File: src/rtl/core/its_pkg.sv
package its_pkg;

  // Epoch seconds width (signed)
  localparam int EPOCH_W = 39;

  // Default depth of the record queue between parser and converter
  localparam int QUEUE_DEPTH = 2;

  // One parsed timestamp, handed from parser to converter
  typedef struct packed {
    logic        ok;
    logic [13:0] year;
    logic [3:0]  month;
    logic [4:0]  day;
    logic [4:0]  hour;
    logic [5:0]  minute;
    logic [5:0]  second;
  } rec_t;

endpackage

File: src/rtl/core/iso_timestamp_to_epoch_seconds.sv
// Each record steps through converter states ERA, YOE, DOE, DAYS, MUL and SUM in order.
// Throughput: one character per cycle while s_tready is high; the converter takes one
// string at a time, so strings that arrive faster back up through the record queue
// and pause s_tready.
// Reset: rst is synchronous, active high; it clears the parser, queue and output valid.
module iso_timestamp_to_epoch_seconds #(
  parameter int QUEUE_DEPTH = its_pkg::QUEUE_DEPTH
) (
  input  logic        clk,
  input  logic        rst,
  input  logic        s_tvalid,
  output logic        s_tready,
  input  logic [7:0]  s_tdata,   // [7:0] char_code
  input  logic        s_tlast,   // is_final
  output logic        m_tvalid,
  input  logic        m_tready,
  output logic [39:0] m_tdata,   // [38:0] unix_secs, [39] zero
  output logic        m_tuser    // valid_res
);
  import its_pkg::*;

  rec_t                      front_rec, queue_rec;
  logic                      push, pop, q_not_empty, q_not_full;
  logic                      accept;
  logic                      out_ok;
  logic signed [EPOCH_W-1:0] out_epoch;

  assign s_tready = q_not_full;
  assign accept   = s_tvalid && s_tready;

  its_front u_front (
    .clk       (clk),
    .rst       (rst),
    .char_code (s_tdata),
    .is_final  (s_tlast),
    .accept    (accept),
    .push      (push),
    .rec       (front_rec)
  );

  its_queue #(
    .DEPTH (QUEUE_DEPTH)
  ) u_queue (
    .clk       (clk),
    .rst       (rst),
    .push      (push),
    .wr_rec    (front_rec),
    .pop       (pop),
    .rd_rec    (queue_rec),
    .not_empty (q_not_empty),
    .not_full  (q_not_full)
  );

  its_back u_back (
    .clk       (clk),
    .rst       (rst),
    .rec_valid (q_not_empty),
    .rec       (queue_rec),
    .pop       (pop),
    .out_valid (m_tvalid),
    .out_ready (m_tready),
    .out_ok    (out_ok),
    .out_epoch (out_epoch)
  );

  assign m_tdata = {1'b0, out_epoch};
  assign m_tuser = out_ok;

endmodule

File: src/rtl/core/its_front.sv
module its_front (
  input  logic            clk,
  input  logic            rst,
  input  logic [7:0]      char_code,
  input  logic            is_final,
  input  logic            accept,
  output logic            push,
  output its_pkg::rec_t   rec
);
  import its_pkg::*;

  localparam logic [4:0] TS_LEN  = 5'd20;
  localparam logic [4:0] POS_SAT = 5'd21;

  logic [4:0]  pos, pos_next;
  logic [13:0] year, year_next;
  logic [6:0]  month, month_next;
  logic [6:0]  day, day_next;
  logic [6:0]  hour, hour_next;
  logic [6:0]  minute, minute_next;
  logic [6:0]  second, second_next;
  logic        format_error, format_error_next;
  logic [7:0]  sep;
  logic        is_digit;
  logic [3:0]  dv;
  logic        ok;

  // Separator expected at a position, zero for digit positions
  function automatic logic [7:0] sep_at(input logic [4:0] p);
    logic [7:0] s;
    unique case (p)
      5'd4, 5'd7:   s = 8'h2D;  // '-'
      5'd10:        s = 8'h54;  // 'T'
      5'd13, 5'd16: s = 8'h3A;  // ':'
      5'd19:        s = 8'h5A;  // 'Z'
      default:      s = 8'h00;
    endcase
    return s;
  endfunction

  assign sep      = sep_at(pos);
  assign is_digit = (char_code >= 8'h30) && (char_code <= 8'h39);
  assign dv       = 4'(char_code - 8'h30);

  // Character check and field accumulation
  always_comb begin
    year_next         = year;
    month_next        = month;
    day_next          = day;
    hour_next         = hour;
    minute_next       = minute;
    second_next       = second;
    format_error_next = format_error;
    if (pos >= TS_LEN) begin
      format_error_next = 1'b1;
    end else if (sep != 8'h00) begin
      if (char_code != sep) format_error_next = 1'b1;
    end else if (!is_digit) begin
      format_error_next = 1'b1;
    end else begin
      priority if (pos < 5'd4)  year_next   = 14'(year * 14'd10 + 14'(dv));
      else if (pos < 5'd7)      month_next  = 7'(month * 7'd10 + 7'(dv));
      else if (pos < 5'd10)     day_next    = 7'(day * 7'd10 + 7'(dv));
      else if (pos < 5'd13)     hour_next   = 7'(hour * 7'd10 + 7'(dv));
      else if (pos < 5'd16)     minute_next = 7'(minute * 7'd10 + 7'(dv));
      else                      second_next = 7'(second * 7'd10 + 7'(dv));
    end
  end

  assign pos_next = (pos == POS_SAT) ? POS_SAT : 5'(pos + 5'd1);

  // Length, format and range check on the final character
  assign ok = (pos_next == TS_LEN) && !format_error_next
           && (month_next >= 7'd1) && (month_next <= 7'd12)
           && (day_next >= 7'd1) && (day_next <= 7'd31)
           && (hour_next <= 7'd23) && (minute_next <= 7'd59)
           && (second_next <= 7'd60);

  assign push       = accept && is_final;
  assign rec.ok     = ok;
  assign rec.year   = year_next;
  assign rec.month  = month_next[3:0];
  assign rec.day    = day_next[4:0];
  assign rec.hour   = hour_next[4:0];
  assign rec.minute = minute_next[5:0];
  assign rec.second = second_next[5:0];

  // Parser state; a final character returns everything to reset
  always_ff @(posedge clk) begin
    if (rst || (accept && is_final)) begin
      pos          <= '0;
      year         <= '0;
      month        <= '0;
      day          <= '0;
      hour         <= '0;
      minute       <= '0;
      second       <= '0;
      format_error <= 1'b0;
    end else if (accept) begin
      pos          <= pos_next;
      year         <= year_next;
      month        <= month_next;
      day          <= day_next;
      hour         <= hour_next;
      minute       <= minute_next;
      second       <= second_next;
      format_error <= format_error_next;
    end
  end

endmodule

File: src/rtl/core/its_queue.sv
module its_queue #(
  parameter int DEPTH = its_pkg::QUEUE_DEPTH
) (
  input  logic            clk,
  input  logic            rst,
  input  logic            push,
  input  its_pkg::rec_t   wr_rec,
  input  logic            pop,
  output its_pkg::rec_t   rd_rec,
  output logic            not_empty,
  output logic            not_full
);
  import its_pkg::*;

  localparam int PTR_W = (DEPTH > 1) ? $clog2(DEPTH) : 1;
  localparam int CNT_W = $clog2(DEPTH + 1);
  localparam logic [PTR_W-1:0] LAST = PTR_W'(DEPTH - 1);

  rec_t             entries [DEPTH];
  logic [PTR_W-1:0] wr_ptr, rd_ptr;
  logic [CNT_W-1:0] count;

  assign not_empty = (count != '0);
  assign not_full  = (count != CNT_W'(DEPTH));
  assign rd_rec    = entries[rd_ptr];

  // Entry storage
  always_ff @(posedge clk) begin
    if (push) entries[wr_ptr] <= wr_rec;
  end

  // Pointers and fill count
  always_ff @(posedge clk) begin
    if (rst) begin
      wr_ptr <= '0;
      rd_ptr <= '0;
      count  <= '0;
    end else begin
      if (push) wr_ptr <= (wr_ptr == LAST) ? '0 : PTR_W'(wr_ptr + 1'b1);
      if (pop)  rd_ptr <= (rd_ptr == LAST) ? '0 : PTR_W'(rd_ptr + 1'b1);
      if (push && !pop)      count <= CNT_W'(count + 1'b1);
      else if (pop && !push) count <= CNT_W'(count - 1'b1);
    end
  end

endmodule

File: src/rtl/core/its_back.sv
module its_back (
  input  logic                               clk,
  input  logic                               rst,
  input  logic                               rec_valid,
  input  its_pkg::rec_t                      rec,
  output logic                               pop,
  output logic                               out_valid,
  input  logic                               out_ready,
  output logic                               out_ok,
  output logic signed [its_pkg::EPOCH_W-1:0] out_epoch
);
  import its_pkg::*;

  localparam logic [2:0] ST_IDLE = 3'd0;
  localparam logic [2:0] ST_ERA  = 3'd1;
  localparam logic [2:0] ST_YOE  = 3'd2;
  localparam logic [2:0] ST_DOE  = 3'd3;
  localparam logic [2:0] ST_DAYS = 3'd4;
  localparam logic [2:0] ST_MUL  = 3'd5;
  localparam logic [2:0] ST_SUM  = 3'd6;

  logic [2:0] state;

  rec_t r;
  logic signed [14:0]        yr, yr_c;
  logic [3:0]                mshift, mshift_c;
  logic signed [5:0]         era, era_c;
  logic [27:0]               era_prod;
  logic [8:0]                yoe, doy;
  logic signed [15:0]        yoe_c;
  logic [1:0]                hund;
  logic [17:0]               doe;
  logic [16:0]               tod;
  logic signed [22:0]        days;
  logic signed [EPOCH_W-1:0] prod, sum;
  logic                      out_load;

  // Day offset of each shifted month start, March first
  function automatic logic [8:0] month_start(input logic [3:0] m);
    logic [8:0] d;
    unique case (m)
      4'd0:    d = 9'd0;
      4'd1:    d = 9'd31;
      4'd2:    d = 9'd61;
      4'd3:    d = 9'd92;
      4'd4:    d = 9'd122;
      4'd5:    d = 9'd153;
      4'd6:    d = 9'd184;
      4'd7:    d = 9'd214;
      4'd8:    d = 9'd245;
      4'd9:    d = 9'd275;
      4'd10:   d = 9'd306;
      4'd11:   d = 9'd337;
      default: d = 9'd0;
    endcase
    return d;
  endfunction

  // Year shifted to start in March, and its 400-year era by reciprocal
  assign yr_c     = $signed({1'b0, r.year}) - ((r.month <= 4'd2) ? 15'sd1 : 15'sd0);
  assign mshift_c = (r.month > 4'd2) ? 4'(r.month - 4'd3) : 4'(r.month + 4'd9);
  assign era_prod = 28'(yr_c[13:0]) * 28'd10486;
  assign era_c    = yr_c[14] ? -6'sd1 : $signed({1'b0, era_prod[26:22]});

  assign yoe_c = 16'(yr) - 16'(era) * 16'sd400;
  assign hund  = (yoe >= 9'd300) ? 2'd3 : (yoe >= 9'd200) ? 2'd2 : (yoe >= 9'd100) ? 2'd1 : 2'd0;
  assign sum   = prod + $signed({22'd0, tod});

  assign pop      = (state == ST_IDLE) && rec_valid;
  assign out_load = (state == ST_SUM) && (!out_valid || out_ready);

  // Conversion sequencer
  always_ff @(posedge clk) begin
    if (rst) begin
      state <= ST_IDLE;
    end else begin
      unique case (state)
        ST_IDLE: if (rec_valid) state <= ST_ERA;
        ST_ERA:  state <= ST_YOE;
        ST_YOE:  state <= ST_DOE;
        ST_DOE:  state <= ST_DAYS;
        ST_DAYS: state <= ST_MUL;
        ST_MUL:  state <= ST_SUM;
        ST_SUM:  if (out_load) state <= ST_IDLE;
        default: state <= ST_IDLE;
      endcase
    end
  end

  // Datapath registers, one step per state
  always_ff @(posedge clk) begin
    if (pop) r <= rec;
    if (state == ST_ERA) begin
      yr     <= yr_c;
      era    <= era_c;
      mshift <= r.ok ? mshift_c : 4'd0;
    end
    if (state == ST_YOE) begin
      yoe <= yoe_c[8:0];
      doy <= 9'(month_start(mshift) + 9'(r.day) - 9'd1);
    end
    if (state == ST_DOE) begin
      doe <= 18'(18'(yoe) * 18'd365 + 18'(yoe[8:2]) - 18'(hund) + 18'(doy));
      tod <= 17'(17'(r.hour) * 17'd3600 + 17'(r.minute) * 17'd60 + 17'(r.second));
    end
    if (state == ST_DAYS) begin
      days <= 23'(era) * 23'sd146097 + $signed({5'd0, doe}) - 23'sd719468;
    end
    if (state == ST_MUL) begin
      prod <= EPOCH_W'(days) * 39'sd86400;
    end
  end

  // Output register
  always_ff @(posedge clk) begin
    if (rst) begin
      out_valid <= 1'b0;
    end else if (out_load) begin
      out_valid <= 1'b1;
    end else if (out_ready) begin
      out_valid <= 1'b0;
    end
  end

  always_ff @(posedge clk) begin
    if (out_load) begin
      out_ok    <= r.ok;
      out_epoch <= r.ok ? sum : '0;
    end
  end

`ifndef SYNTHESIS
  a_invalid_zero: assert property (@(posedge clk) disable iff (rst)
    out_valid && !out_ok |-> out_epoch == '0)
    else $error("invalid result carries nonzero seconds");

  a_epoch_range: assert property (@(posedge clk) disable iff (rst)
    out_valid && out_ok |->
      (out_epoch >= -39'sd62167219200) && (out_epoch <= 39'sd253402300800))
    else $error("epoch seconds out of range");

  a_hold_sum: assert property (@(posedge clk) disable iff (rst)
    (state == ST_SUM) && out_valid && !out_ready |=> state == ST_SUM)
    else $error("result dropped while output stalled");

  a_load_from_sum: assert property (@(posedge clk) disable iff (rst)
    $rose(out_valid) |-> $past(state) == ST_SUM)
    else $error("output raised outside final step");
`endif

endmodule

File: config.mk
export PLATFORM = sky130hd
export DESIGN_NAME = iso_timestamp_to_epoch_seconds
export DESIGN_NICKNAME = d
export VERILOG_FILES = /design/src/rtl/core/its_pkg.sv /design/src/rtl/core/iso_timestamp_to_epoch_seconds.sv /design/src/rtl/core/its_front.sv /design/src/rtl/core/its_queue.sv /design/src/rtl/core/its_back.sv
export SDC_FILE = /design/constraint.sdc
export NUM_CORES = 1
export LEC_CHECK = 0
export BUFFER_PORTS_ARGS = -buffer_cell sky130_fd_sc_hd__buf_2
export CAP_MARGIN = 15
export CORE_MARGIN = 1
export CORE_UTILIZATION = 35
export CTS_BUF_LIST = sky130_fd_sc_hd__clkbuf_2 sky130_fd_sc_hd__clkbuf_4 sky130_fd_sc_hd__clkbuf_8
export CTS_CLUSTER_SIZE = 20
export DETAILED_ROUTE_END_ITERATION = 12
export PLACE_DENSITY = 0.54
export SLEW_MARGIN = 20
export SYNTH_ARGS = -nofsm -noshare
export SYNTH_HDL_FRONTEND = slang
export SYNTH_SLANG_ARGS = --single-unit
File: constraint.sdc
create_clock -name clk -period 8.35 [get_ports clk]
set_clock_uncertainty 0.1 [all_clocks]
set_input_delay 1.2525 -clock clk [delete_from_list [all_inputs] [get_ports clk]]
set_output_delay 1.2525 -clock clk [all_outputs]
set_load 0.02 [all_outputs]
### Word-level counts from Yosys, hierarchy flattened

Memory sizes are Yosys's and may differ from the RTL's. A register that Yosys moved wholly into a read port is not among the register bits.
Index checks and enable logic that the tools add are counted.

* bits in registers: 230
* RAM bits: 82
* memory bits (read-only): 144
* bits of input ports: 13
* output and inout bits: 43
* word-level logic and storage cells: 197
* memories: 2

Memory list
* (name not given): words 16, bits a word 9, rd ports 1, clocked after Yosys merged registers in 1, write ports 0, line its_back.sv:41 `unique case (m)`
* u_queue.entries: words 2, bits a word 41, rd ports 1, clocked after Yosys merged registers in 1, write ports 1, line its_queue.sv:19 `rec_t entries [DEPTH];`

* add/subtract/negate cells: 26
* $mul: 13
* order comparisons: 20
* equality and inequality tests: 18
* multiplexer cells: 64
* reductions and logical operators: 29

Operators by type and width (number)
* 2-to-1 mux 7 bit: 34
* 2-to-1 mux 14 bit: 4
* adder 39 x 18 -> 39 bit: 1
* adder 7 x 4 -> 7 bit: 5
* multiplier 7 x 3 -> 6 bit, second input constant: 5
* multiplier 23 x 11 -> 32 bit, second input constant: 1
* one-hot mux 7 bit (4 select lines): 1
* multiplier 14 x 13 -> 26 bit, second input constant: 1
* adder 23 x 19 -> 23 bit: 1
* multiplier 6 x 19 -> 23 bit, second input constant: 1
* subtractor 23 x 21 -> 23 bit, second input constant: 1
* one-hot mux 3 bit (7 select lines): 1
* equality test 5 bit, second input constant: 4
* adder 18 x 7 -> 18 bit: 1
* adder 18 x 9 -> 18 bit: 1
* multiplier 9 x 9 -> 18 bit, second input constant: 1
* subtractor 18 x 2 -> 18 bit: 1
* adder 17 x 12 -> 17 bit: 1
* adder 17 x 6 -> 17 bit: 1
* logical AND 1 bit: 15
* subtractor 14 x 1 -> 15 bit: 1
* adder 14 x 4 -> 14 bit: 1
* >= comparator 7 x 1 -> 1 bit, second input constant: 2
* less-or-equal comparator 7 x 5 -> 1 bit, second input constant: 2
* other kinds (49): 83

### Logic depth before layout (Yosys ltp)

Gate-level depths: netlist of run 1.

* depth after elaboration: 16
* mapped depth: 29
* gate-level depth less buffers: 29

### By module

From an unflattened synthesis of run 1, not the netlist that was laid out.

* cells, all modules: 2890
* area, all modules: 31443.9 sq um

By module, submodules not included
* its_back: instances 1, cells each 2096, area each 22871.9 sq um, seq. area each 6506.2 sq um
* its_front: instances 1, cells each 641, area each 5387.7 sq um, seq. area each 1101.1 sq um
* its_queue: instances 1, cells each 150, area each 3166.8 sq um, seq. area each 2562.5 sq um
* iso_timestamp_to_epoch_seconds: instances 1, cells each 3, area each 17.5 sq um, seq. area each 0.0 sq um

### Worst setup path before layout of run 1

OpenSTA, ideal clock, no wires.

* kind: register to register
* start: register, netlist name u_back.r[22]
* end: register u_back.era[4], data pin
* library setup time: 255 ps
* data arrival time: 6030 ps
* required time: 7995 ps
* setup slack: 1965 ps
* cell stages (with the launch flop): 29
* buffers on the path: 0
* period minus slack after synthesis: 6385 ps
* path through: edfxtp_1 > inv_1 > ha_1 > o21a_1 > ha_1 > nand2_1 > nor4_1 > nand2_1 > xor2_1 > inv_1 > ha_1 > ha_1 > inv_1 > fa_1 > inv_1 > fa_1 > inv_1 > fa_1 > inv_1 > ha_1 > or4_1 > a21oi_1 > o21ai_0 > a31oi_1 > a31oi_1 > a21o_1 > a21oi_1 > xnor2_1 > nand2_1

* cells in the longest elaborated chain, start to end: 4

Ends and longest elaborated chain
* less-or-equal comparator 4 x 2 -> 1 bit (*): line its_back.sv:60 `assign yr_c = $signed({1'b0, r.year}) - ((r.month <= 4'd2) ? 15'sd1 : 15'sd0);`
* 2-to-1 mux 1 bit (*): line its_back.sv:60
* subtractor 14 x 1 -> 15 bit (*): line its_back.sv:60
* multiplier 14 x 13 -> 26 bit: line its_back.sv:62 `assign era_prod = 28'(yr_c[13:0]) * 28'd10486;`
* to (signal assigned): line its_back.sv:95 `era <= era_c;`
* to (decl): line its_back.sv:27 `logic signed [5:0] era, era_c;`

Mark *: on every way between the ends. The rest lies on a longest branch, timed or not.
A chain may end at the register's enable or synchronous reset.

### Worst setup path after layout of run 1

* start: register, netlist name u_back.r[22]
* end: register u_back.era[4], data pin

* cells in the longest elaborated chain, start to end: 4

Ends and longest elaborated chain (line)
* less-or-equal comparator 4 x 2 -> 1 bit (*): its_back.sv:60
* 2-to-1 mux 1 bit (*): its_back.sv:60
* subtractor 14 x 1 -> 15 bit (*): its_back.sv:60
* multiplier 14 x 13 -> 26 bit: its_back.sv:62

Marks and branches as above.

==> PnR_summary.wiki, run 1 <==
{| class="wikitable"
! Metric !! Value
|-
| Hold Crit Class || register to register
|-
| Fraction of final layout cells with drive strength greater than 1 || 0.0884
|-
| Overall die area || about 89000 sq um
|-
| Number of synthesized register bits || 362
|-
| Final setup fails || 0
|-
| Synth cell count leaders || inv_1, ha_1, edfxtp_1
|-
| Number of placed cells counting well taps || 4042
|-
| First-pass GRT wire length || 97300 um
|-
| Width of the die || between 200 and 300 um
|-
| Cell type with the highest aggregate area in the netlist || edfxtp_1
|-
| Syn nets || 3596
|-
| CTS H-tree lvls || 3
|-
| Combined global-route utilization of all metal layers || 0.133
|-
| Critical setup path kind || register to register
|-
| Number of buffers on the longest clock path || 3
|-
| Antenna violations before repair || 1
|-
| Floorplan die height || 299 um
|-
| Pin count of the biggest net entering global routing || 54
|-
| Proportion of netlist area held by the largest area contributor || 0.283
|-
| Async S/R FF share, synth || 0
|-
| Worst reg2reg endpoint || u_back.era[4]
|-
| Final max-slew violation count || 0
|-
| Dominant cell by count in the synthesized netlist || inv_1
|-
| EDFF count, synth || 290
|-
| IO Count || 56
|-
| Vias in the first global route || 19.5k
|-
| R2r worst-path depth || 28
|-
| Largest driver fanout on the critical path || 5
|-
| Post-synthesis instance total || 2861
|-
| Worst min-delay path startpoint || u_back.yr[2]
|-
| Sum of overflow across all layers after global routing || 0
|-
| Most frequent CP cell || inv_1
|-
| Cell Area, Synth || roughly 31000 sq um
|-
| Area of the core || 86900 sq um
|-
| R2r startpoint || u_back.r[22]
|-
| Fraction of the cycle the final worst path needs || 0.847
|-
| Number of buffers inserted by hold repair at cts || 0
|-
| Transition time at the pin with the least slew margin || 1.05 ns
|-
| Total via count in the routed design || 19.2k
|-
| Critical-path cell with the highest stage delay || fa_1
|-
| Headroom to the max-slew limit || 0.303
|-
| Number of maximum-capacitance constraint violations || 0
|-
| Clock buffer count from CTS || 67
|-
| Clock tree from TritonCTS || done
|-
| Post-DRT Antenna Nets || 0
|-
| Main flop type after synthesis || edfxtp_1
|-
| Mean instance size in the synthesized netlist || 10.8 sq um
|-
| Portion of the post-synthesis area used by sequential elements || 0.330
|-
| Routability-driven placement congestion ratio || 0.824
|-
| Resized cells post-CTS || 0
|-
| First-pass detailed-route iteration total || 4
|-
| Routed vias/inst || approximately 4.6
|-
| Worst Path Required || 8.63 ns
|-
| Capture endpoint of the worst hold path || u_back.yoe[2]
|-
| Worst path max stage delay || 0.53 ns
|-
| Maximum clock frequency || roughly 140 MHz
|-
| Post-Layout Cell Count || 4164
|-
| Detail-routed net length per standard cell || 13.9 um
|-
| Minimum clock period || slightly above 7 ns
|-
| FP Rows || 108
|-
| Critical path startpoint || u_back.r[22]
|-
| Buffer type at the clock tree root || clkbuf_8
|-
| Synth warnings || 0
|-
| RSZ-0062 raised after global routing || no
|-
| Result of the run || finished clean
|-
| Count of different cell masters after synthesis || 72
|-
| Postcts setup bufs || 0
|-
| Layout Nets || 3692
|-
| Setup_tns || 0 ns
|-
| DRC viols || 0
|-
| Category of the worst setup path capture point || register
|-
| Worst Hold Depth || 0
|-
| Routed wire length || 58000 um
|-
| Ranking of synthesized cells by area || edfxtp_1, ha_1, fa_1
|-
| Number of port buffers || 54
|-
| Startpoint type of the worst setup path || register
|-
| Clock transition at the registers of the reported paths || roughly 0.060 ns
|-
| Latest clock arrival within the worst-skew pair || 0.64 ns
|-
| Internal reg-to-reg setup slack || 1.28 ns
|-
| Starting Density || 0.354
|-
| DP Wirelength || 45800 um
|-
| Arr. time, crit path || 7.35 ns
|-
| Area growth syn-to-layout || 10.2%
|-
| TritonCTS Sinks || 362
|-
| Number of hold-slack violations in the final timing report || 0
|-
| First-iteration detailed-routing DRC count || 689
|}
[registers in the layout, indices dropped and copies added, names as in the netlist, 14 cells and up, named ones only]
name,flops
u_front.year,14
u_back.out_epoch,39
u_back.doe,18
u_back.days,23
u_back.tod,17
u_back.r,41
u_queue.entries,82
u_back.prod,32
[how the worst max path moves through the flow]
stage,depth (start not counted),to
finish,28,u_back.era[4]
global route,28,u_back.era[4]
CTS,28,u_back.era[4]
detailed placement,28,u_back.era[4]
global placement,28,u_back.era[4]
floorplan,28,u_back.era[4]
[logic make-up after synthesis]
family                     count (synthesis)  synth area share
adders and majority gates                722             0.351
buffers and inverters                    594            0.0736
and+or+nand+nor                          517            0.0821
AOI/OAI and AO/OA                        388            0.0794
DFF                                      362             0.330
xor gates and xnor gates                 202            0.0575
muxes                                     75            0.0269
other                                      1          0.000122
[cells in the final DEF, fill, tap and decap left out, drive strengths merged, types with 42 or more instances in the layout]
cell type  instances
and2              42
buf               72
fa               234
dfxtp             72
edfxtp           290
a21o              48
nor2             155
nand2            123
clkbuf            91
o21ai             58
inv              552
xnor2            161
ha               488
mux2              61
a21oi            144
[cell type report]
cell class                 instances  area, sq um
timing repair buffer              72          425
antenna                            1         2.50
inverter                         549         2060
tap                             1155         1450
clock inverter                    29          273
clock buffer                      91         1150
multi-input combinational       1905        18400
sequential                       362        10200
fill                            8452        53000
[per-stage QoR]
| step | utilization | cell area [sq um] | hold slack, ns | setup slack, ns |
|---|---|---|---|---|
| 3_5_place_dp | 0.374 | 32500 | 0.312 | 1.18 |
| 3_3_place_gp | 0.374 | 32500 | 0.314 | 1.22 |
| 5_1_grt | 0.390 | 33900 | 0.339 | 0.710 |
| 2_1_floorplan | - | 30800 | 0.300 | 1.96 |
| 4_1_cts | 0.390 | 33900 | 0.326 | 1.17 |
| 6_report | 0.390 | 33900 | 0.324 | 1.28 |
[routing by layer]
layer	share of wire	track usage	routed length, um
met1	0.47	0.173	27500
met2	0.48	0.228	27900
met3	0.027	0.0227	1570
met4	0.019	0.0337	1110
met5	0	0	0
[critical path: cells and delay by family, from the launching register on]
family / cells / cell delay, ns
AO/OA/AOI/OAI: 7 / 1.19
AND/OR/NAND/NOR: 5 / 1.21
adder cells (fa/ha/maj): 8 / 2.73
XOR/XNOR: 2 / 0.58
flip-flops: 1 / 0.43
buffers and inverters: 6 / 0.58
Power of run 1 is not shown: default switching activity piles up to over one toggle a cycle in this logic, so the estimate is an artifact.
==> run 2, diff against run 1 <==
- ABC_AREA: not set -> 1
- PLACE_DENSITY: 0.54 -> 0.56
- clock period: 8.35 -> 5.81 ns (I/O delays scaled with it)
==> run 2 against run 1 <==
  * The flow now finishes with violations (setup timing)
  * Sequential share of layout area down 2.2 points
  * Critical path depth up 1
  * Global-route usage up 1.3 points
  * Non-clock buffer count up 81
  * Core utilization up 1.3 points
  * Area after synthesis up 4.8%
  * Design area up 7.7%
  * Register-to-register slack worse by 1.3 ns
  * Synthesized cell count up 24%
  * First-iteration DRC count up 16%
  * Die area up 4.8%
  * Fmax up 21%
  * Critical endpoint is now u_back.era[0]
  * Largest cell class unchanged
  * Highest routed layer unchanged
==> PnR_summary.wiki, run 2 <==
{| class="wikitable"
! Metric !! Value
|-
| Result of the run || finished, violations left (was finished clean)
|-
| Violations in the final reports || setup timing
|-
| Worst path max stage delay || 0.54 ns (was 0.53 ns)
|-
| Pin count of the biggest net entering global routing || 59 (was 54)
|-
| Headroom to the max-slew limit || 0.431 (was 0.303)
|-
| Number of port buffers || 54 (unchanged)
|-
| Clock transition at the registers of the reported paths || 0.06 ns (about the same)
|-
| Largest driver fanout on the critical path || 4 (was 5)
|-
| Mean instance size in the synthesized netlist || 9.11 sq um (was 10.8 sq um)
|-
| First-pass detailed-route iteration total || 5 (was 4)
|-
| Hold Crit Class || register to register (unchanged)
|-
| Area of the core || 90700 sq um (was 86900 sq um)
|-
| Synth cell count leaders || inv_1, nand2_1, ha_1 (was inv_1, ha_1, edfxtp_1)
|-
| Critical setup path kind || register to register (unchanged)
|-
| Number of hold-slack violations in the final timing report || 0 (unchanged)
|-
| Most used cells in the layout excluding fill and tap cells || inv_1, nand2_1, ha_1 (was inv_1, ha_1, edfxtp_1)
|-
| Routability-driven placement congestion ratio || 0.855 (was 0.824)
|-
| Detail-routed net length per standard cell || 13.4 um (was 13.9 um)
|-
| Post-DRT Antenna Nets || 0 (unchanged)
|-
| Routed wire length || 66500 um (was 58000 um)
|-
| IO Count || 56 (unchanged)
|-
| Ranking of synthesized cells by area || edfxtp_1, ha_1, fa_1 (unchanged)
|-
| Category of the worst setup path capture point || register (unchanged)
|-
| Post-synthesis share of cell area spent on full adders, half adders and majority gates || 0.334 (was 0.351)
|-
| Post-synthesis mux area share || 0 (was 0.0269)
|-
| Layout Nets || 4453 (was 3692)
|-
| Vias in the first global route || 23.0k (was 19.5k)
|-
| Final max-slew violation count || 0 (unchanged)
|-
| Portion of the post-synthesis area used by sequential elements || 0.315 (was 0.330)
|-
| Synth Area in Compound Gates || 0.0775 (was 0.0794)
|-
| EDFF count, synth || 290 (unchanged)
|-
| Xor-xnor portion of the synthesized cell area || 0.0418 (was 0.0575)
|-
| Async S/R FF share, synth || 0 (unchanged)
|-
| Main flop type after synthesis || edfxtp_1 (unchanged)
|-
| First-pass GRT wire length || 112000 um (was 97300 um)
|-
| Worst Path Required || 6.13 ns (was 8.63 ns)
|-
| Fraction of final layout cells with drive strength greater than 1 || 0.105 (was 0.0884)
|-
| Worst reg2reg endpoint || u_back.era[0] (was u_back.era[4])
|-
| Sum of overflow across all layers after global routing || 0 (unchanged)
|-
| Syn nets || 4275 (was 3596)
|-
| Clock buffer count from CTS || 66 (was 67)
|-
| Capture endpoint of the worst hold path || u_back.tod[1] (was u_back.yoe[2])
|-
| Floorplan die height || 306 um (was 299 um)
|-
| Width of the die || 306 um (was 299 um)
|-
| Number of synthesized register bits || 362 (unchanged)
|-
| Critical-path cell with the highest stage delay || fa_1 (unchanged)
|-
| FP Rows || 110 (was 108)
|-
| Cell Area, Synth || 32300 sq um (was 30800 sq um)
|-
| Count of different cell masters after synthesis || 57 (was 72)
|-
| Number of maximum-capacitance constraint violations || 0 (unchanged)
|-
| Register name with the most flops || u_queue.entries (unchanged)
|-
| Startpoint type of the worst setup path || register (unchanged)
|-
| Proportion of netlist area held by the largest area contributor || 0.270 (was 0.283)
|-
| Total via count in the routed design || 22.7k (was 19.2k)
|-
| Overall die area || 93400 sq um (was 89100 sq um)
|-
| Largest registers || u_queue.entries: 82 flops, u_back.r: 41 flops, u_back.out_epoch: 39 flops (unchanged)
|-
| R2r worst-path depth || 29 (was 28)
|-
| Number of buffers inserted by hold repair at cts || 0 (unchanged)
|-
| Starting Density || 0.356 (was 0.354)
|-
| Buffering stage count on the worst path with inverters included || 7 (was 6)
|-
| Placement-stage worst setup slack || -0.371 ns (was 1.18 ns)
|-
| Family with the most delay on the worst path || adder cells (unchanged)
|-
| CTS H-tree lvls || 3 (unchanged)
|-
| Cell type with the highest aggregate area in the netlist || edfxtp_1 (unchanged)
|-
| R2r startpoint || u_back.r[22] (unchanged)
|-
| Number of buffers on the longest clock path || 3 (unchanged)
|-
| Internal reg-to-reg setup slack || -0.03 ns (was 1.28 ns)
|-
| First-iteration detailed-routing DRC count || 801 (was 689)
|-
| Area growth syn-to-layout || 13.2% (was 10.2%)
|-
| Worst min-delay path startpoint || u_back.r[1] (was u_back.yr[2])
|-
| Synth warnings || 0 (unchanged)
|-
| Placement Cell Area || 34700 sq um (was 32500 sq um)
|-
| RSZ-0062 raised after global routing || yes (was no)
|-
| DRC viols || 0 (unchanged)
|-
| Most frequent CP cell || inv_2 (was inv_1)
|-
| Post-synthesis instance total || 3540 (was 2861)
|-
| Maximum clock frequency || 171 MHz (was 141 MHz)
|-
| Buffer type at the clock tree root || clkbuf_8 (unchanged)
|-
| Number of flip-flops under the largest register name || 82 (unchanged)
|-
| Transition time at the pin with the least slew margin || 0.853 ns (was 1.05 ns)
|-
| DP Wirelength || 53500 um (was 45800 um)
|-
| Routed vias/inst || 4.59 (was 4.62)
|-
| Final setup fails || 3 (was 0)
|-
| TritonCTS Sinks || 362 (unchanged)
|-
| Final critical-path setup slack || -0.0282 ns (was 1.28 ns)
|-
| Minimum clock period || 5.84 ns (was 7.07 ns)
|-
| Combined global-route utilization of all metal layers || 0.146 (was 0.133)
|-
| Dominant cell by count in the synthesized netlist || inv_1 (unchanged)
|-
| Arr. time, crit path || 6.16 ns (was 7.35 ns)
|-
| Latest clock arrival within the worst-skew pair || 0.67 ns (was 0.64 ns)
|-
| Main combinational cell family by area after synthesis || adder cells (unchanged)
|-
| Clock tree from TritonCTS || done (unchanged)
|-
| Worst Hold Depth || 0 (unchanged)
|-
| Area of all placed cells without fillers || 36500 sq um (was 33900 sq um)
|-
| Antenna violations before repair || 1 (unchanged)
|-
| Most common cell after layout, fill and taps aside || inv_1 (unchanged)
|-
| Fraction of the cycle the final worst path needs || 1.00 (was 0.847)
|-
| Fraction of the mapped netlist area in simple logic gates || 0.136 (was 0.0821)
|}
-- run 2: logic make-up after synthesis --
kind of cell	Yosys count
simple gates	1030
buf+inv	810
fa+ha+maj	722
compound gates	461
flops	362
xor+xnor	154
other cells	1
-- run 2: stage by stage --
stage | util | cells | hold slack [ns] | setup TNS (ns)
6_report | 0.403 | 4948 | 0.315 | -0.0736
5_1_grt | 0.403 | 4948 | 0.326 | -1.62
4_1_cts | 0.402 | 4946 | 0.317 | -0.173
3_5_place_dp | 0.383 | 4812 | 0.305 | -1.66
3_3_place_gp | 0.383 | 4812 | 0.300 | -1.13
2_1_floorplan | - | 3540 | 0.300 | -0.201
-- run 2: area by class of cell --
type	instances	area, sq um
Fill cell	8999	54200
Multi-Input combinational cell	2368	19500
Sequential cell	362	10100
Inverter	767	2880
Tap cell	1176	1470
Clock buffer	93	1160
Timing Repair Buffer	153	1040
Clock inverter	28	284
Antenna cell	1	2.50
-- run 2: worst max-delay path by stage --
stage	start	endpoint	slack [ns]	cells after the start
2_1_floorplan	u_back.r[22]	u_back.era[0]	-0.11	31
3_3_place_gp	u_back.r[22]	u_back.era[0]	-0.28	32
3_5_place_dp	u_back.r[22]	u_back.era[0]	-0.37	32
4_1_cts	u_back.r[22]	u_back.era[3]	-0.07	32
5_1_grt	u_back.r[22]	u_back.era[4]	-0.40	33
6_report	u_back.r[22]	u_back.era[0]	-0.03	29
-- run 2: timing repair --
action / CTS / global route
buffers inserted: 13 / 1
endpoints found under the setup margin: 5 / 5
pin swaps: 42 / 20
gates resized for setup: 47 / 24
-- run 2: routing by layer --
layer	part of all wire	wire, um	track usage
met1	0.47	31000	0.185
met2	0.49	32700	0.258
met3	0.025	1660	0.0234
met4	0.018	1200	0.0354
met5	0	0	0
Power of run 2 is left out for the same reason.
==> run 3, diff against run 2 <==
- SETUP_SLACK_MARGIN: not set -> 0.15
==> run 3 against run 2 <==
  * The flow still finishes with violations (setup timing)
  * Sequential cell count unchanged
  * Highest routed layer unchanged
  * Register-to-register slack lost 0.05 ns
  * Non-clock buffer count down 4
  * Hold slack better by 0.012 ns
  * Worst setup slack got worse by 0.050 ns
==> PnR_summary.wiki, run 3 (synthesized netlist as in run 2, its figures left out) <==
{| class="wikitable"
! Metric !! Value
|-
| Number of port buffers || 54 (unchanged)
|-
| Fill cells || 8990 (was 8999)
|-
| Largest registers || u_queue.entries: 82 flops, u_back.r: 41 flops, u_back.out_epoch: 39 flops (unchanged)
|-
| Worst min-delay path startpoint || u_back.r[0] (was u_back.r[1])
|-
| Category of the worst setup path capture point || register (unchanged)
|-
| Worst Hold Depth || 0 (unchanged)
|-
| Area of the core || 90700 sq um (unchanged)
|-
| Maximum clock frequency || 170 MHz (was 171 MHz)
|-
| Buffering stage count on the worst path with inverters included || 12 (was 7)
|-
| CTS H-tree lvls || 2 (was 3)
|-
| DRC viols || 0 (unchanged)
|-
| First-iteration detailed-routing DRC count || 785 (was 801)
|-
| Post-DRT Antenna Nets || 0 (unchanged)
|-
| Area of all placed cells without fillers || 36400 sq um (was 36500 sq um)
|-
| Sum of overflow across all layers after global routing || 0 (unchanged)
|-
| Family with the most delay on the worst path || adder cells (unchanged)
|-
| Result of the run || finished, violations left (unchanged)
|-
| Routability-driven placement congestion ratio || 0.878 (was 0.855)
|-
| R2r worst-path depth || 33 (was 29)
|-
| Antenna violations before repair || 1 (unchanged)
|-
| Worst path max stage delay || 0.53 ns (was 0.54 ns)
|-
| RSZ-0062 raised after global routing || yes (unchanged)
|-
| Combined global-route utilization of all metal layers || 0.146 (about the same)
|-
| Post-route worst hold slack || 0.328 ns (was 0.315 ns)
|-
| Clock tree from TritonCTS || done (unchanged)
|-
| Critical-path cell with the highest stage delay || fa_1 (unchanged)
|-
| Width of the die || 306 um (unchanged)
|-
| Number of flip-flops under the largest register name || 82 (unchanged)
|-
| Worst Path Required || 6.15 ns (was 6.13 ns)
|-
| Violations in the final reports || setup timing (unchanged)
|-
| Number of buffers inserted by hold repair at cts || 0 (unchanged)
|-
| Placement Cell Area || 34700 sq um (about the same)
|-
| Total via count in the routed design || 22.8k (was 22.7k)
|-
| Routed wire length || 66700 um (was 66500 um)
|-
| Transition time at the pin with the least slew margin || 0.921 ns (was 0.853 ns)
|-
| Detail-routed net length per standard cell || 13.5 um (was 13.4 um)
|-
| Critical setup path kind || register to register (unchanged)
|-
| Latest clock arrival within the worst-skew pair || 0.69 ns (was 0.67 ns)
|-
| Worst reg2reg endpoint || u_back.era[1] (was u_back.era[0])
|-
| Clock transition at the registers of the reported paths || 0.06 ns (about the same)
|-
| FP Rows || 110 (unchanged)
|-
| IO Count || 56 (unchanged)
|-
| Vias in the first global route || 23.1k (was 23.0k)
|-
| Clock buffer count from CTS || 61 (was 66)
|-
| Final max-slew violation count || 0 (unchanged)
|-
| Largest driver fanout on the critical path || 4 (unchanged)
|-
| Starting Density || 0.356 (unchanged)
|-
| Area growth syn-to-layout || 12.8% (was 13.2%)
|-
| TritonCTS Sinks || 362 (unchanged)
|-
| Final critical-path setup slack || -0.0778 ns (was -0.0282 ns)
|-
| Internal reg-to-reg setup slack || -0.08 ns (was -0.03 ns)
|-
| Fraction of final layout cells with drive strength greater than 1 || 0.100 (was 0.105)
|-
| Fraction of the cycle the final worst path needs || 1.01 (was 1.00)
|-
| First-pass GRT wire length || 113000 um (was 112000 um)
|-
| Register name with the most flops || u_queue.entries (unchanged)
|-
| R2r startpoint || u_back.r[22] (unchanged)
|-
| Floorplan die height || 306 um (unchanged)
|-
| Number of maximum-capacitance constraint violations || 0 (unchanged)
|-
| Most common cell after layout, fill and taps aside || inv_1 (unchanged)
|-
| Routed vias/inst || 4.62 (was 4.59)
|-
| Pin count of the biggest net entering global routing || 58 (was 59)
|-
| Headroom to the max-slew limit || 0.384 (was 0.431)
|-
| Hold Crit Class || register to register (unchanged)
|-
| Most used cells in the layout excluding fill and tap cells || inv_1, nand2_1, ha_1 (unchanged)
|-
| Minimum clock period || 5.89 ns (was 5.84 ns)
|-
| Final setup fails || 4 (was 3)
|-
| Number of buffers on the longest clock path || 3 (unchanged)
|-
| Number of hold-slack violations in the final timing report || 0 (unchanged)
|-
| Arr. time, crit path || 6.23 ns (was 6.16 ns)
|-
| Startpoint type of the worst setup path || register (unchanged)
|-
| Overall die area || 93400 sq um (unchanged)
|-
| Buffer type at the clock tree root || clkbuf_8 (unchanged)
|-
| Layout Nets || 4444 (was 4453)
|-
| DP Wirelength || 53600 um (was 53500 um)
|-
| Capture endpoint of the worst hold path || u_back.tod[0] (was u_back.tod[1])
|-
| First-pass detailed-route iteration total || 5 (unchanged)
|}
[run 3: stage by stage]
stage	cells	setup slack [ns]	util	setup TNS (ns)
global route	4937	-0.429	0.401	-2.01
finish	4937	-0.0778	0.401	-0.202
detailed placement	4806	-0.382	0.382	-1.61
global placement	4806	-0.300	0.382	-1.29
floorplan	3540	-0.103	-	-0.179
CTS	4934	-0.0633	0.400	-0.108
[run 3: final cells by class]
class                   count  area, sq um  area share
clock buffers              80         1030      0.0284
multi-input cells        2368        19500       0.537
repair buffers            149         1000      0.0275
diodes                      1         2.50   0.0000687
flip-flops and latches    362        10100       0.279
inverters                 767         2880      0.0792
well taps                1176         1470      0.0404
clock inverters            34          329     0.00904
[run 3: worst max path at each step]
stage	from	endpoint	slack (ns)	depth (start not counted)
2_1_floorplan	u_back.r[22]	u_back.era[0]	-0.10	31
3_3_place_gp	u_back.r[22]	u_back.era[1]	-0.30	28
3_5_place_dp	u_back.r[22]	u_back.era[1]	-0.38	28
4_1_cts	u_back.r[22]	u_back.era[0]	-0.06	32
5_1_grt	u_back.r[22]	u_back.era[1]	-0.43	33
6_report	u_back.r[22]	u_back.era[1]	-0.08	33
[run 3: what timing repair did]
| item | 4_1_cts | 5_1_grt |
|---|---|---|
| buffers inserted | 14 | 2 |
| pin swaps | 34 | 7 |
| endpoints found under the setup margin | 5 | 6 |
| gates resized for setup | 37 | 22 |
[run 3: routing by layer]
| metal | routed length [um] | vias up | GRT usage |
|---|---|---|---|
| met5 | 0 | - | 0 |
| met4 | 1240 | 0 | 0.0368 |
| met3 | 1700 | 85 | 0.0201 |
| met2 | 32600 | 235 | 0.257 |
| met1 | 31100 | 10713 | 0.186 |
| li1 | - | 11766 | - |
Power of run 3 is left out for the same reason.
